==> src/rtl/mcssl_pkg.sv <==
`default_nettype none

package mcssl_pkg;

  // Channel storage never grows past the 4-bit channel field.
  localparam int CHANNELS_DEF = 16;
  localparam int MAX_CH       = 16;

  localparam int CH_W    = 4;
  localparam int ANG_W   = 13;
  localparam int UANG_W  = 12;
  localparam int PULSE_W = 12;
  localparam int MASK_W  = 16;

  // Pulse mapping: 14x14 signed products, a 27-bit signed sum and a
  // 26-bit magnitude for the iterative divider.
  localparam int MUL_W  = 14;
  localparam int PROD_W = 2 * MUL_W;
  localparam int ACC_W  = 27;
  localparam int NUM_W  = 26;
  localparam int DEN_W  = 13;
  localparam int CNT_W  = $clog2(NUM_W + 1);

  localparam int DATA_W  = 32;
  localparam int ADDR_W  = 5;
  localparam int REG_LSB = 2;

  localparam logic [PULSE_W-1:0] PULSE_MAX = '1;

  localparam logic                     RST_DRIVER_PRESENT = 1'b1;
  localparam logic [MASK_W-1:0]        RST_POPULATED_MASK = 16'd31;
  localparam logic signed [ANG_W-1:0]  RST_MIN_ANGLE      = -13'sd1440;
  localparam logic [UANG_W-1:0]        RST_MAX_ANGLE      = 12'd1440;
  localparam logic [UANG_W-1:0]        RST_SLEW_STEP      = 12'd32;
  localparam logic [PULSE_W-1:0]       RST_MIN_PULSE      = 12'd1000;
  localparam logic [PULSE_W-1:0]       RST_CENTER_PULSE   = 12'd1500;
  localparam logic [PULSE_W-1:0]       RST_MAX_PULSE      = 12'd2000;

  typedef enum logic [1:0] {
    FUNC_SET    = 2'd0,
    FUNC_TICK   = 2'd1,
    FUNC_CENTER = 2'd2,
    FUNC_READ   = 2'd3
  } func_t;

  typedef enum logic {
    KIND_PULSE = 1'b0,
    KIND_READ  = 1'b1
  } kind_t;

  typedef enum logic [2:0] {
    REG_DRIVER_PRESENT = 3'd0,
    REG_POPULATED_MASK = 3'd1,
    REG_MIN_ANGLE      = 3'd2,
    REG_MAX_ANGLE      = 3'd3,
    REG_SLEW_STEP      = 3'd4,
    REG_MIN_PULSE      = 3'd5,
    REG_CENTER_PULSE   = 3'd6,
    REG_MAX_PULSE      = 3'd7
  } reg_idx_t;

  typedef enum logic [2:0] {
    ST_IDLE,
    ST_SCAN,
    ST_MUL1,
    ST_MUL2,
    ST_SUM,
    ST_DIV_START,
    ST_DIV_WAIT,
    ST_FIN
  } state_t;

  typedef struct packed {
    logic             start;
    logic [NUM_W-1:0] numer;
    logic [DEN_W-1:0] denom;
  } div_req_t;

  typedef struct packed {
    logic             done;
    logic [NUM_W-1:0] quot;
  } div_rsp_t;

endpackage

`default_nettype wire

==> src/rtl/mcssl_if.sv <==
`default_nettype none

interface mcssl_in_if;
  logic                                       valid;
  logic                                       ready;
  mcssl_pkg::func_t                           func;
  logic [mcssl_pkg::CH_W-1:0]                 channel;
  logic signed [mcssl_pkg::ANG_W-1:0]         angle;

  modport source (output valid, func, channel, angle, input ready);
  modport sink   (input valid, func, channel, angle, output ready);
endinterface

interface mcssl_out_if;
  logic                                       valid;
  logic                                       ready;
  mcssl_pkg::kind_t                           kind;
  logic [mcssl_pkg::CH_W-1:0]                 out_channel;
  logic [mcssl_pkg::PULSE_W-1:0]              pulse_width;
  logic signed [mcssl_pkg::ANG_W-1:0]         current_angle;
  logic                                       last;

  modport source (output valid, kind, out_channel, pulse_width, current_angle, last,
                  input ready);
  modport sink   (input valid, kind, out_channel, pulse_width, current_angle, last,
                  output ready);
endinterface

`default_nettype wire

==> src/rtl/mcssl_divider.sv <==
`default_nettype none

// Restoring divider on magnitudes, one quotient bit per cycle.
module mcssl_divider (
  input  logic                clk,
  input  logic                rst,
  input  mcssl_pkg::div_req_t req,
  output mcssl_pkg::div_rsp_t rsp
);
  import mcssl_pkg::*;

  logic             busy;
  logic             done;
  logic [CNT_W-1:0] cnt;
  logic [NUM_W-1:0] num;
  logic [DEN_W-1:0] den;
  logic [DEN_W-1:0] rem;
  logic [DEN_W:0]   rem_sh;
  logic [DEN_W:0]   rem_diff;
  logic             fits;

  assign rem_sh   = {rem, num[NUM_W-1]};
  assign fits     = rem_sh >= {1'b0, den};
  assign rem_diff = rem_sh - {1'b0, den};

  always_ff @(posedge clk) begin
    if (rst) begin
      busy <= 1'b0;
      done <= 1'b0;
      cnt  <= '0;
    end else begin
      done <= 1'b0;
      if (req.start) begin
        busy <= 1'b1;
        cnt  <= CNT_W'(NUM_W);
      end else if (busy) begin
        cnt <= cnt - 1'b1;
        if (cnt == CNT_W'(1)) begin
          busy <= 1'b0;
          done <= 1'b1;
        end
      end
    end
  end

  // The remainder always stays below the divisor, so it fits DEN_W bits.
  always_ff @(posedge clk) begin
    if (req.start) begin
      num <= req.numer;
      den <= req.denom;
      rem <= '0;
    end else if (busy) begin
      rem <= fits ? rem_diff[DEN_W-1:0] : rem_sh[DEN_W-1:0];
      num <= {num[NUM_W-2:0], fits};
    end
  end

  assign rsp.done = done;
  assign rsp.quot = num;

endmodule

`default_nettype wire

==> src/rtl/multi_channel_servo_slew_limiter_core.sv <==
// Set and center complete in the accepting cycle; a read reply is
// registered and appears in the cycle after its transaction.
// A tick passes over each idle channel and runs each moving channel through the
// 26-step shared divider, so the length of a tick grows with the moving channels.
// Reset (rst, synchronous, active high) restores the register defaults and
// clears all targets, present angles and moving marks at once.
`default_nettype none

module multi_channel_servo_slew_limiter_core #(
  parameter int CHANNELS = mcssl_pkg::CHANNELS_DEF
) (
  input  logic                         clk,
  input  logic                         rst,
  mcssl_in_if.sink                     in_chan,
  mcssl_out_if.source                  out_chan,
  input  logic                         psel,
  input  logic                         penable,
  input  logic                         pwrite,
  input  logic [mcssl_pkg::ADDR_W-1:0] paddr,
  input  logic [mcssl_pkg::DATA_W-1:0] pwdata,
  output logic [mcssl_pkg::DATA_W-1:0] prdata,
  output logic                         pready
);
  import mcssl_pkg::*;

  // Only the first sixteen channels can be addressed, so storage stops there.
  localparam int NCH   = (CHANNELS < MAX_CH) ? CHANNELS : MAX_CH;
  localparam int IDX_W = (NCH > 1) ? $clog2(NCH) : 1;
  localparam logic [CH_W:0]    CH_LIM   = (CH_W + 1)'(NCH);
  localparam logic [IDX_W-1:0] IDX_LAST = IDX_W'(NCH - 1);

  // ---------------------------------------------------------------------
  // Configuration registers. The write lands on the access phase; pready is
  // tied high so every access completes without wait states.
  // ---------------------------------------------------------------------
  logic                      driver_present;
  logic [MASK_W-1:0]         populated_mask;
  logic signed [ANG_W-1:0]   min_angle;
  logic [UANG_W-1:0]         max_angle;
  logic [UANG_W-1:0]         slew_step;
  logic [PULSE_W-1:0]        min_pulse;
  logic [PULSE_W-1:0]        center_pulse;
  logic [PULSE_W-1:0]        max_pulse;

  logic     cfg_wr;
  reg_idx_t cfg_idx;

  assign pready  = 1'b1;
  assign cfg_wr  = psel && penable && pwrite && pready;
  assign cfg_idx = reg_idx_t'(paddr[ADDR_W-1:REG_LSB]);

  always_ff @(posedge clk) begin
    if (rst) begin
      driver_present <= RST_DRIVER_PRESENT;
      populated_mask <= RST_POPULATED_MASK;
      min_angle      <= RST_MIN_ANGLE;
      max_angle      <= RST_MAX_ANGLE;
      slew_step      <= RST_SLEW_STEP;
      min_pulse      <= RST_MIN_PULSE;
      center_pulse   <= RST_CENTER_PULSE;
      max_pulse      <= RST_MAX_PULSE;
    end else if (cfg_wr) begin
      unique case (cfg_idx)
        REG_DRIVER_PRESENT: driver_present <= pwdata[0];
        REG_POPULATED_MASK: populated_mask <= pwdata[MASK_W-1:0];
        REG_MIN_ANGLE:      min_angle      <= $signed(pwdata[ANG_W-1:0]);
        REG_MAX_ANGLE:      max_angle      <= pwdata[UANG_W-1:0];
        REG_SLEW_STEP:      slew_step      <= pwdata[UANG_W-1:0];
        REG_MIN_PULSE:      min_pulse      <= pwdata[PULSE_W-1:0];
        REG_CENTER_PULSE:   center_pulse   <= pwdata[PULSE_W-1:0];
        REG_MAX_PULSE:      max_pulse      <= pwdata[PULSE_W-1:0];
      endcase
    end
  end

  always_comb begin
    unique case (cfg_idx)
      REG_DRIVER_PRESENT: prdata = DATA_W'(driver_present);
      REG_POPULATED_MASK: prdata = DATA_W'(populated_mask);
      REG_MIN_ANGLE:      prdata = DATA_W'(unsigned'(min_angle));
      REG_MAX_ANGLE:      prdata = DATA_W'(max_angle);
      REG_SLEW_STEP:      prdata = DATA_W'(slew_step);
      REG_MIN_PULSE:      prdata = DATA_W'(min_pulse);
      REG_CENTER_PULSE:   prdata = DATA_W'(center_pulse);
      REG_MAX_PULSE:      prdata = DATA_W'(max_pulse);
    endcase
  end

  // ---------------------------------------------------------------------
  // Sequencer state and the items it carries from step to step.
  // ---------------------------------------------------------------------
  state_t state, state_next;

  logic [IDX_W-1:0]        idx;
  logic signed [ANG_W-1:0] ang;      // present angle after this tick's step
  logic signed [ANG_W-1:0] div_d;    // signed divisor of the active half
  logic signed [PROD_W-1:0] prod;
  logic signed [ACC_W-1:0] acc;
  logic [NUM_W-1:0]        quot;
  logic                    neg;

  // Output register; a new result may be loaded while the old one leaves.
  logic                    o_valid;
  kind_t                   o_kind;
  logic [CH_W-1:0]         o_ch;
  logic [PULSE_W-1:0]      o_pulse;
  logic signed [ANG_W-1:0] o_ang;
  logic                    o_last;
  logic                    out_free;

  // Channel state in flip-flops with a single shared read address.
  logic signed [ANG_W-1:0] target  [NCH];
  logic signed [ANG_W-1:0] present [NCH];
  logic [NCH-1:0]          moving;

  // Control strobes from the output decoder.
  logic in_ready;
  logic div_start;
  logic fin_load;

  div_req_t div_req;
  div_rsp_t div_rsp;

  logic in_acc;
  logic ch_ok;
  logic [IDX_W-1:0] rd_addr;
  logic signed [ANG_W-1:0] t_rd;
  logic signed [ANG_W-1:0] p_rd;

  assign in_acc  = in_chan.valid && in_ready;
  assign ch_ok   = {1'b0, in_chan.channel} < CH_LIM;
  assign out_free = !o_valid || out_chan.ready;

  // While idle the port addresses the channel named by the transaction;
  // during a tick the walking index owns it.
  assign rd_addr = (state == ST_IDLE) ? in_chan.channel[IDX_W-1:0] : idx;
  assign t_rd    = target[rd_addr];
  assign p_rd    = present[rd_addr];

  // Set command: clamp into the configured window, low bound checked first.
  logic signed [ANG_W-1:0] max_s;
  logic signed [ANG_W-1:0] clamped;

  assign max_s = $signed({1'b0, max_angle});

  always_comb begin
    if (in_chan.angle < min_angle) begin
      clamped = min_angle;
    end else if (in_chan.angle > max_s) begin
      clamped = max_s;
    end else begin
      clamped = in_chan.angle;
    end
  end

  // Slew step for the channel under the walking index.
  logic signed [ANG_W:0]   diff;
  logic [ANG_W:0]          mag;
  logic signed [ANG_W:0]   stepped;
  logic                    arrive;
  logic signed [ANG_W-1:0] step_angle;

  assign diff   = {t_rd[ANG_W-1], t_rd} - {p_rd[ANG_W-1], p_rd};
  assign mag    = diff[ANG_W] ? unsigned'(-diff) : unsigned'(diff);
  assign arrive = mag <= {2'b00, slew_step};

  always_comb begin
    if (diff[ANG_W]) begin
      stepped = {p_rd[ANG_W-1], p_rd} - $signed({2'b00, slew_step});
    end else begin
      stepped = {p_rd[ANG_W-1], p_rd} + $signed({2'b00, slew_step});
    end
    // A partial step lies between present and target, so 13 bits hold it.
    step_angle = arrive ? t_rd : stepped[ANG_W-1:0];
  end

  // Pulse mapping for the new angle a:
  //   pulse = (center*d + a*e) / d, truncated toward zero,
  // where d is max_angle and e = max_pulse - center for a >= 0, and d is
  // min_angle and e = min_pulse - center below zero. Both products go
  // through one 14x14 multiplier on successive cycles.
  logic signed [ANG_W-1:0] d_sel;
  logic signed [ANG_W-1:0] e_sel;
  logic signed [MUL_W-1:0] mul_a;
  logic signed [MUL_W-1:0] mul_b;
  logic signed [PROD_W-1:0] mul_p;

  always_comb begin
    if (!ang[ANG_W-1]) begin
      d_sel = $signed({1'b0, max_angle});
      e_sel = $signed({1'b0, max_pulse}) - $signed({1'b0, center_pulse});
    end else begin
      d_sel = min_angle;
      e_sel = $signed({1'b0, min_pulse}) - $signed({1'b0, center_pulse});
    end
  end

  always_comb begin
    if (state == ST_MUL1) begin
      mul_a = $signed({2'b00, center_pulse});
      mul_b = {d_sel[ANG_W-1], d_sel};
    end else begin
      mul_a = {ang[ANG_W-1], ang};
      mul_b = {e_sel[ANG_W-1], e_sel};
    end
  end

  assign mul_p = mul_a * mul_b;

  // The divider sees magnitudes; the sign of the quotient is kept aside.
  // A divisor of -4096 negates to the same bit pattern, read as unsigned.
  logic [ACC_W-1:0] acc_mag;

  assign acc_mag        = acc[ACC_W-1] ? unsigned'(-acc) : unsigned'(acc);
  assign div_req.start  = div_start;
  assign div_req.numer  = acc_mag[NUM_W-1:0];
  assign div_req.denom  = div_d[ANG_W-1] ? unsigned'(-div_d) : unsigned'(div_d);

  mcssl_divider u_div (
    .clk (clk),
    .rst (rst),
    .req (div_req),
    .rsp (div_rsp)
  );

  // A negative quotient saturates to zero, a large one to the top code.
  logic [PULSE_W-1:0] pulse_sat;

  always_comb begin
    if (neg) begin
      pulse_sat = '0;
    end else if (quot > NUM_W'(PULSE_MAX)) begin
      pulse_sat = PULSE_MAX;
    end else begin
      pulse_sat = quot[PULSE_W-1:0];
    end
  end

  // The result is the last of the tick when no channel beyond this one is
  // still moving; those marks are untouched until the walk reaches them.
  logic [NCH-1:0] above_mask;
  logic           tick_last;

  always_comb begin
    for (int k = 0; k < NCH; k++) begin
      above_mask[k] = k > int'(idx);
    end
  end

  assign tick_last = ~|(moving & above_mask);

  // ---------------------------------------------------------------------
  // Sequencer: next state.
  // ---------------------------------------------------------------------
  always_ff @(posedge clk) begin
    if (rst) begin
      state <= ST_IDLE;
    end else begin
      state <= state_next;
    end
  end

  always_comb begin
    state_next = state;
    unique case (state)
      ST_IDLE: begin
        if (in_acc && (in_chan.func == FUNC_TICK) && driver_present) begin
          state_next = ST_SCAN;
        end
      end
      ST_SCAN: begin
        if (moving[idx]) begin
          state_next = ST_MUL1;
        end else if (idx == IDX_LAST) begin
          state_next = ST_IDLE;
        end
      end
      ST_MUL1: begin
        // A zero divisor maps the half straight to the center pulse.
        state_next = (d_sel == '0) ? ST_FIN : ST_MUL2;
      end
      ST_MUL2:      state_next = ST_SUM;
      ST_SUM:       state_next = ST_DIV_START;
      ST_DIV_START: state_next = ST_DIV_WAIT;
      ST_DIV_WAIT: begin
        if (div_rsp.done) begin
          state_next = ST_FIN;
        end
      end
      ST_FIN: begin
        if (out_free) begin
          state_next = (idx == IDX_LAST) ? ST_IDLE : ST_SCAN;
        end
      end
      default: state_next = ST_IDLE;
    endcase
  end

  // Sequencer: control outputs.
  always_comb begin
    in_ready  = 1'b0;
    div_start = 1'b0;
    fin_load  = 1'b0;
    unique case (state)
      ST_IDLE:      in_ready  = !o_valid;
      ST_DIV_START: div_start = 1'b1;
      ST_FIN:       fin_load  = out_free;
      default: begin
        in_ready  = 1'b0;
      end
    endcase
  end

  assign in_chan.ready = in_ready;

  // ---------------------------------------------------------------------
  // Channel state updates.
  // ---------------------------------------------------------------------
  always_ff @(posedge clk) begin
    if (rst) begin
      for (int i = 0; i < NCH; i++) begin
        target[i]  <= '0;
        present[i] <= '0;
      end
      moving <= '0;
    end else begin
      if (in_acc && (in_chan.func == FUNC_SET) && ch_ok) begin
        target[in_chan.channel[IDX_W-1:0]] <= clamped;
        moving[in_chan.channel[IDX_W-1:0]] <= 1'b1;
      end
      if (in_acc && (in_chan.func == FUNC_CENTER)) begin
        for (int i = 0; i < NCH; i++) begin
          if (populated_mask[i]) begin
            target[i]  <= '0;
            present[i] <= '0;
            moving[i]  <= 1'b1;
          end
        end
      end
      if ((state == ST_SCAN) && moving[idx]) begin
        present[idx] <= step_angle;
        if (arrive) begin
          moving[idx] <= 1'b0;
        end
      end
    end
  end

  // Walking index.
  always_ff @(posedge clk) begin
    if (rst) begin
      idx <= '0;
    end else if (state == ST_IDLE) begin
      idx <= '0;
    end else if ((state == ST_SCAN) && !moving[idx] && (idx != IDX_LAST)) begin
      idx <= idx + 1'b1;
    end else if (fin_load && (idx != IDX_LAST)) begin
      idx <= idx + 1'b1;
    end
  end

  // Mapping datapath.
  always_ff @(posedge clk) begin
    unique case (state)
      ST_SCAN: begin
        ang <= step_angle;
      end
      ST_MUL1: begin
        prod  <= mul_p;
        div_d <= d_sel;
        quot  <= NUM_W'(center_pulse);
        neg   <= 1'b0;
      end
      ST_MUL2: begin
        acc  <= ACC_W'(prod);
        prod <= mul_p;
      end
      ST_SUM: begin
        acc <= acc + ACC_W'(prod);
      end
      ST_DIV_START: begin
        neg <= acc[ACC_W-1] ^ div_d[ANG_W-1];
      end
      ST_DIV_WAIT: begin
        if (div_rsp.done) begin
          quot <= div_rsp.quot;
        end
      end
      default: begin
        neg <= neg;
      end
    endcase
  end

  // ---------------------------------------------------------------------
  // Output register.
  // ---------------------------------------------------------------------
  logic rd_load;

  assign rd_load = in_acc && (in_chan.func == FUNC_READ);

  always_ff @(posedge clk) begin
    if (rst) begin
      o_valid <= 1'b0;
    end else if (rd_load || fin_load) begin
      o_valid <= 1'b1;
    end else if (out_chan.ready) begin
      o_valid <= 1'b0;
    end
  end

  always_ff @(posedge clk) begin
    if (rd_load) begin
      o_kind  <= KIND_READ;
      o_ch    <= in_chan.channel;
      o_pulse <= '0;
      o_ang   <= ch_ok ? p_rd : '0;
      o_last  <= 1'b1;
    end else if (fin_load) begin
      o_kind  <= KIND_PULSE;
      o_ch    <= CH_W'(idx);
      o_pulse <= pulse_sat;
      o_ang   <= ang;
      o_last  <= tick_last;
    end
  end

  assign out_chan.valid         = o_valid;
  assign out_chan.kind          = o_kind;
  assign out_chan.out_channel   = o_ch;
  assign out_chan.pulse_width   = o_pulse;
  assign out_chan.current_angle = o_ang;
  assign out_chan.last          = o_last;

endmodule

`default_nettype wire
==> src/flat_wrapper.sv <==
// flat-port wrapper written by rule: the top's interface ports become plain ports
module multi_channel_servo_slew_limiter_core_flat import mcssl_pkg::*;
#(
  parameter int CHANNELS = mcssl_pkg::CHANNELS_DEF
)
  (clk, rst, psel, penable, pwrite, paddr, pwdata, prdata, pready, in_chan_valid, in_chan_func, in_chan_channel, in_chan_angle, in_chan_ready, out_chan_valid, out_chan_kind, out_chan_out_channel, out_chan_pulse_width, out_chan_current_angle, out_chan_last, out_chan_ready);
  mcssl_in_if in_chan_i ();
  mcssl_out_if out_chan_i ();
  input  logic clk;
  input  logic rst;
  input  logic psel;
  input  logic penable;
  input  logic pwrite;
  input  logic [mcssl_pkg::ADDR_W-1:0] paddr;
  input  logic [mcssl_pkg::DATA_W-1:0] pwdata;
  output logic [mcssl_pkg::DATA_W-1:0] prdata;
  output logic pready;
  input wire logic [$bits(in_chan_i.valid)-1:0] in_chan_valid;
  input wire logic [$bits(in_chan_i.func)-1:0] in_chan_func;
  input wire logic [$bits(in_chan_i.channel)-1:0] in_chan_channel;
  input wire logic [$bits(in_chan_i.angle)-1:0] in_chan_angle;
  output wire logic [$bits(in_chan_i.ready)-1:0] in_chan_ready;
  output wire logic [$bits(out_chan_i.valid)-1:0] out_chan_valid;
  output wire logic [$bits(out_chan_i.kind)-1:0] out_chan_kind;
  output wire logic [$bits(out_chan_i.out_channel)-1:0] out_chan_out_channel;
  output wire logic [$bits(out_chan_i.pulse_width)-1:0] out_chan_pulse_width;
  output wire logic [$bits(out_chan_i.current_angle)-1:0] out_chan_current_angle;
  output wire logic [$bits(out_chan_i.last)-1:0] out_chan_last;
  input wire logic [$bits(out_chan_i.ready)-1:0] out_chan_ready;
  assign in_chan_i.valid = in_chan_valid;
  assign in_chan_i.func = in_chan_func;
  assign in_chan_i.channel = in_chan_channel;
  assign in_chan_i.angle = in_chan_angle;
  assign in_chan_ready = in_chan_i.ready;
  assign out_chan_valid = out_chan_i.valid;
  assign out_chan_kind = out_chan_i.kind;
  assign out_chan_out_channel = out_chan_i.out_channel;
  assign out_chan_pulse_width = out_chan_i.pulse_width;
  assign out_chan_current_angle = out_chan_i.current_angle;
  assign out_chan_last = out_chan_i.last;
  assign out_chan_i.ready = out_chan_ready;
  multi_channel_servo_slew_limiter_core #(.CHANNELS(CHANNELS)) u_core (.clk(clk), .rst(rst), .in_chan(in_chan_i), .out_chan(out_chan_i), .psel(psel), .penable(penable), .pwrite(pwrite), .paddr(paddr), .pwdata(pwdata), .prdata(prdata), .pready(pready));
endmodule
==> config.mk <==
export PLATFORM = sky130hd
export DESIGN_NAME = multi_channel_servo_slew_limiter_core_flat
export DESIGN_NICKNAME = d
export VERILOG_FILES = /design/src/rtl/mcssl_pkg.sv /design/src/rtl/mcssl_if.sv /design/src/rtl/mcssl_divider.sv /design/src/rtl/multi_channel_servo_slew_limiter_core.sv /design/src/flat_wrapper.sv
export SDC_FILE = /design/constraint.sdc
export NUM_CORES = 2
export LEC_CHECK = 0
export ABC_AREA = 1
export ABC_CLOCK_PERIOD_IN_PS = 24300
export BUFFER_PORTS_ARGS = -buffer_cell sky130_fd_sc_hd__buf_4
export CAP_MARGIN = 20
export CORE_MARGIN = 2
export CORE_UTILIZATION = 65
export DETAILED_ROUTE_END_ITERATION = 8
export PLACE_DENSITY = 0.83
export REMOVE_ABC_BUFFERS = 1
export SLEW_MARGIN = 20
export SYNTH_ARGS = -nofsm -noshare
export SYNTH_HDL_FRONTEND = slang
export SYNTH_SLANG_ARGS = --single-unit
export TNS_END_PERCENT = 5
==> constraint.sdc <==
create_clock -name clk -period 24.3 [get_ports clk]
set_input_delay 2.43 -clock clk [delete_from_list [all_inputs] [get_ports clk]]
set_output_delay 2.43 -clock clk [all_outputs]
set_load 0.05 [all_outputs]
==> impl_metrics.csv <==
group,metric,value,unit
outcome,status,"finished, final reports clean",
worst_setup_path,reg2reg_to,"u_core.prod[24]$_DFFE_PP_",
clock_network,cts_setup_buffers,0,
final_layout,final_nets,5731,
clock_network,cts.repair.resized,0,
worst_setup_path,r2r_slack,15520,ps
worst_setup_path,ff2ff_path_depth,33,
grt,grt_max_degree,116,
grt,grt_usage,36.13,%
route,drt_wl_total,133500,microns
worst_setup_path,crit_type,"in2reg",
yosys,netlist_area,0.04620,sq mm
worst_hold_path,min_from,"u_core.out_chan.kind$_SDFFE_PP1P_",
clock_network,ctsHtreeMaxLevel,3,
grt,grt_pass1_wl,204800,microns
sta,worstMarginPinSlew,1157,ps
yosys,synth_flop_cell,"edfxtp_1",
placed_design,placed_area,0.04725,sq mm
sta,hold_viol_final,0,
worst_setup_path,cpMostUsedCell,"nand2_1",
worst_hold_path,holdPathStages,2,
route,wl_per_cell,21.22,microns
yosys,yosysSeqAreaShare,44.04,%
clock_network,path_clk_slew,60,ps
clock_network,hold_buffers,0,
worst_setup_path,max_stage_delay,950,ps
route,vias,38530,
final_layout,area_growth,7.786,%
die,initial_core_util,65.86,%
grt,gr-total-overflow,0,
sta,clock_skew,52.71,ps
yosys,synth.largest_area_cell,"edfxtp_1",
die,placementRows,97,
route,drt-pass1-iter-count,6,
yosys,syn_avg_cell_area,8.686,sq um
route,drc,0,
yosys,synth.distinct_cells,57,
sta,finalWorstPathRequiredPeriod,9591,ps
worst_hold_path,min_to,"u_core.out_chan.kind$_SDFFE_PP1P_",
final_layout,n_antenna_cell,0,
worst_setup_path,worst_setup_path_start_kind,"input port",
worst_hold_path,hold_path.class,"reg2reg",
die,core_area,0.07015,sq mm
sta,rsz0062_at_grt,"no",
yosys,ys_ff_latch,727,
die,die_x,270.6,microns
final_layout,drive_gt1_share,7.362,%
sta,fmax,104.3,MHz
clock_network,numCtsBuffers,76,
worst_setup_path,r2r-start,"u_core.ang[12]$_DFFE_PP_",
clock_network,clk_latency,650,ps
grt,antenna_found_initial,0,
sta,relSlewSlack,22.43,%
yosys,yosys-top-cells-area,"edfxtp_1 38%, fa_1 8.2%, nand2_1 6.9%",
final_layout,fin_area,0.04980,sq mm
sta,finalSetupTns,0,ps
placed_design,gp_congestion,0.9928,
yosys,synthArstFlopShare,0,%
worst_setup_path,arrival,9970,ps
route,drtIter0Drc,4719,
clock_network,cts_buffer_depth,3,
worst_setup_path,end_kind,"flop",
placed_design,dp_hpwl,94390,microns
placed_design,pre_cts_slack,14210,ps
sta,finalCritPeriodShare,39.47,%
sta,fin_ws,14710,ps
clock_network,cts_sinks,727,
route,drtAntennaViolNets,0,
clock_network,cts_tree,"done",
worst_setup_path,cp_max_fo,115,
die,die-area,0.07323,sq mm
die,io_pins,129,
worst_setup_path,critPathSlowestCell,"buf_4",
yosys,synthCells,5319,
yosys,synth-edff-count,579,
route,vias_per_cell,6.124,
sta,slew_violations,0,
clock_network,cts-root-buf,"clkbuf_16",
job,cap_violations,0,
worst_setup_path,required,24680,ps
placed_design,numPortBuffers,93,
yosys,synth_top_area_share,37.63,%
yosys,yosysWarningCount,0,
die,die_y,270.6,microns
sta,final-setup-viol-count,0,
grt,grt_pass1_vias,36460,
## area by class of cell
class                      count  area (sq um)
fill                        5368         20350
sequential                   727         20350
tap                          940          1176
inverter                     725          2721
multi-input combinational   3615         21900
timing repair buffer         147          1104
clock buffer                  96          2018
clock inverter                42         529.3
## placed cells by master (no fill, tap or decap), types with 9 or more instances in the layout
master	n
nand3_1	262
edfxtp_1	579
clkbuf_16	77
nand2_2	18
o22ai_1	31
o21ai_0	435
o211ai_2	15
nor4_1	11
nor2_1	791
inv_2	28
a21oi_2	13
nand4_1	39
nor3_1	43
nor2_2	30
a221oi_1	10
o211ai_1	115
fa_1	189
buf_4	147
a31oi_1	11
clkinv_1	26
inv_1	685
a21oi_1	249
dfxtp_1	148
o21ai_1	43
clkbuf_1	17
o221ai_1	42
ha_1	187
xnor2_1	46
a21o_1	9
xor2_1	80
conb_1	17
or2_2	15
a22oi_1	9
nand2_1	850
## how the worst max path moves through the flow
stage | start | end | slack (ps)
after detailed placement | in_chan_channel[0] | u_core.present[11][11]$_SDFFCE_PN0P_ | 14210
after CTS | in_chan_channel[0] | u_core.present[8][11]$_SDFFCE_PN0P_ | 14830
after floorplan | in_chan_channel[1] | u_core.present[2][12]$_SDFFCE_PN0P_ | 14270
final | in_chan_channel[0] | u_core.present[7][9]$_SDFFCE_PN0P_ | 14710
after global routing | in_chan_channel[0] | u_core.present[8][11]$_SDFFCE_PN0P_ | 14120
after global placement | in_chan_channel[0] | u_core.present[9][11]$_SDFFCE_PN0P_ | 14390
## Yosys cell counts, types with 7 or more instances
cell type / n
a211oi_1: 7
a21o_1: 9
a21oi_1: 252
a21oi_2: 10
a221oi_1: 10
a22oi_1: 9
a31oi_1: 11
buf_2: 58
buf_4: 34
buf_6: 19
clkbuf_1: 149
clkinv_1: 12
dfxtp_1: 148
edfxtp_1: 579
fa_1: 189
ha_1: 187
inv_1: 687
inv_2: 26
nand2_1: 851
nand2_2: 19
nand3_1: 262
nand4_1: 39
nor2_1: 793
nor2_2: 28
nor3_1: 44
nor4_1: 11
o2111ai_1: 7
o211ai_1: 115
o211ai_2: 15
o21ai_0: 439
o21ai_1: 40
o221ai_1: 42
o22ai_1: 31
or2_2: 15
xnor2_1: 46
xor2_1: 81
## critical path, delay by kind of cell
family,cells,cell delay [ps]
AND/OR/NAND/NOR,23,3820
buffers and inverters,5,1590
AO/OA/AOI/OAI,6,1120
adder cells (fa/ha/maj),2,680
XOR/XNOR,1,170
## state kept, by name, indices dropped and copies added, names as in the netlist, 13 cells and up
name                           flops
u_core.present                   208
u_core.target                    208
u_core.acc                        27
u_core.prod                       27
u_core.quot                       26
u_core.u_div.num                  26
u_core.moving                     16
u_core.populated_mask             16
u_core.ang                        13
u_core.div_d                      13
u_core.min_angle                  13
u_core.out_chan.current_angle     13
u_core.u_div.den                  13
u_core.u_div.rem                  13
## kinds of logic after synthesis
logic type	Yosys count	share of synthesized area (%)
buf+inv	992	8.885
other cells	2	0.01625
fa+ha+maj	376	13.25
compound gates	1014	12.78
flops	727	44.04
simple gates	2081	18.61
xor+xnor	127	2.408
## through the flow
step / utilization (%) / hold WS, ps / std cells
global route: 70.99 / 502.3 / 6292
finish: 70.99 / 465.2 / 6292
global placement: 67.35 / 446.4 / 6154
detailed placement: 67.35 / 453.1 / 6154
CTS: 70.99 / 464.2 / 6292
floorplan: - / 440.9 / 5067
## routing by layer
metal	vias to the layer above	global-route usage [%]	share of wire, %
li1	17580	-	-
met1	18250	51.75	40
met2	2359	54.36	44
met3	338	7.562	12
met4	0	13.87	4.0
met5	-	0	0
Power is left out: the tool's default activity adds up to more than one toggle a clock period on the data nets, which glitch-free logic cannot reach.
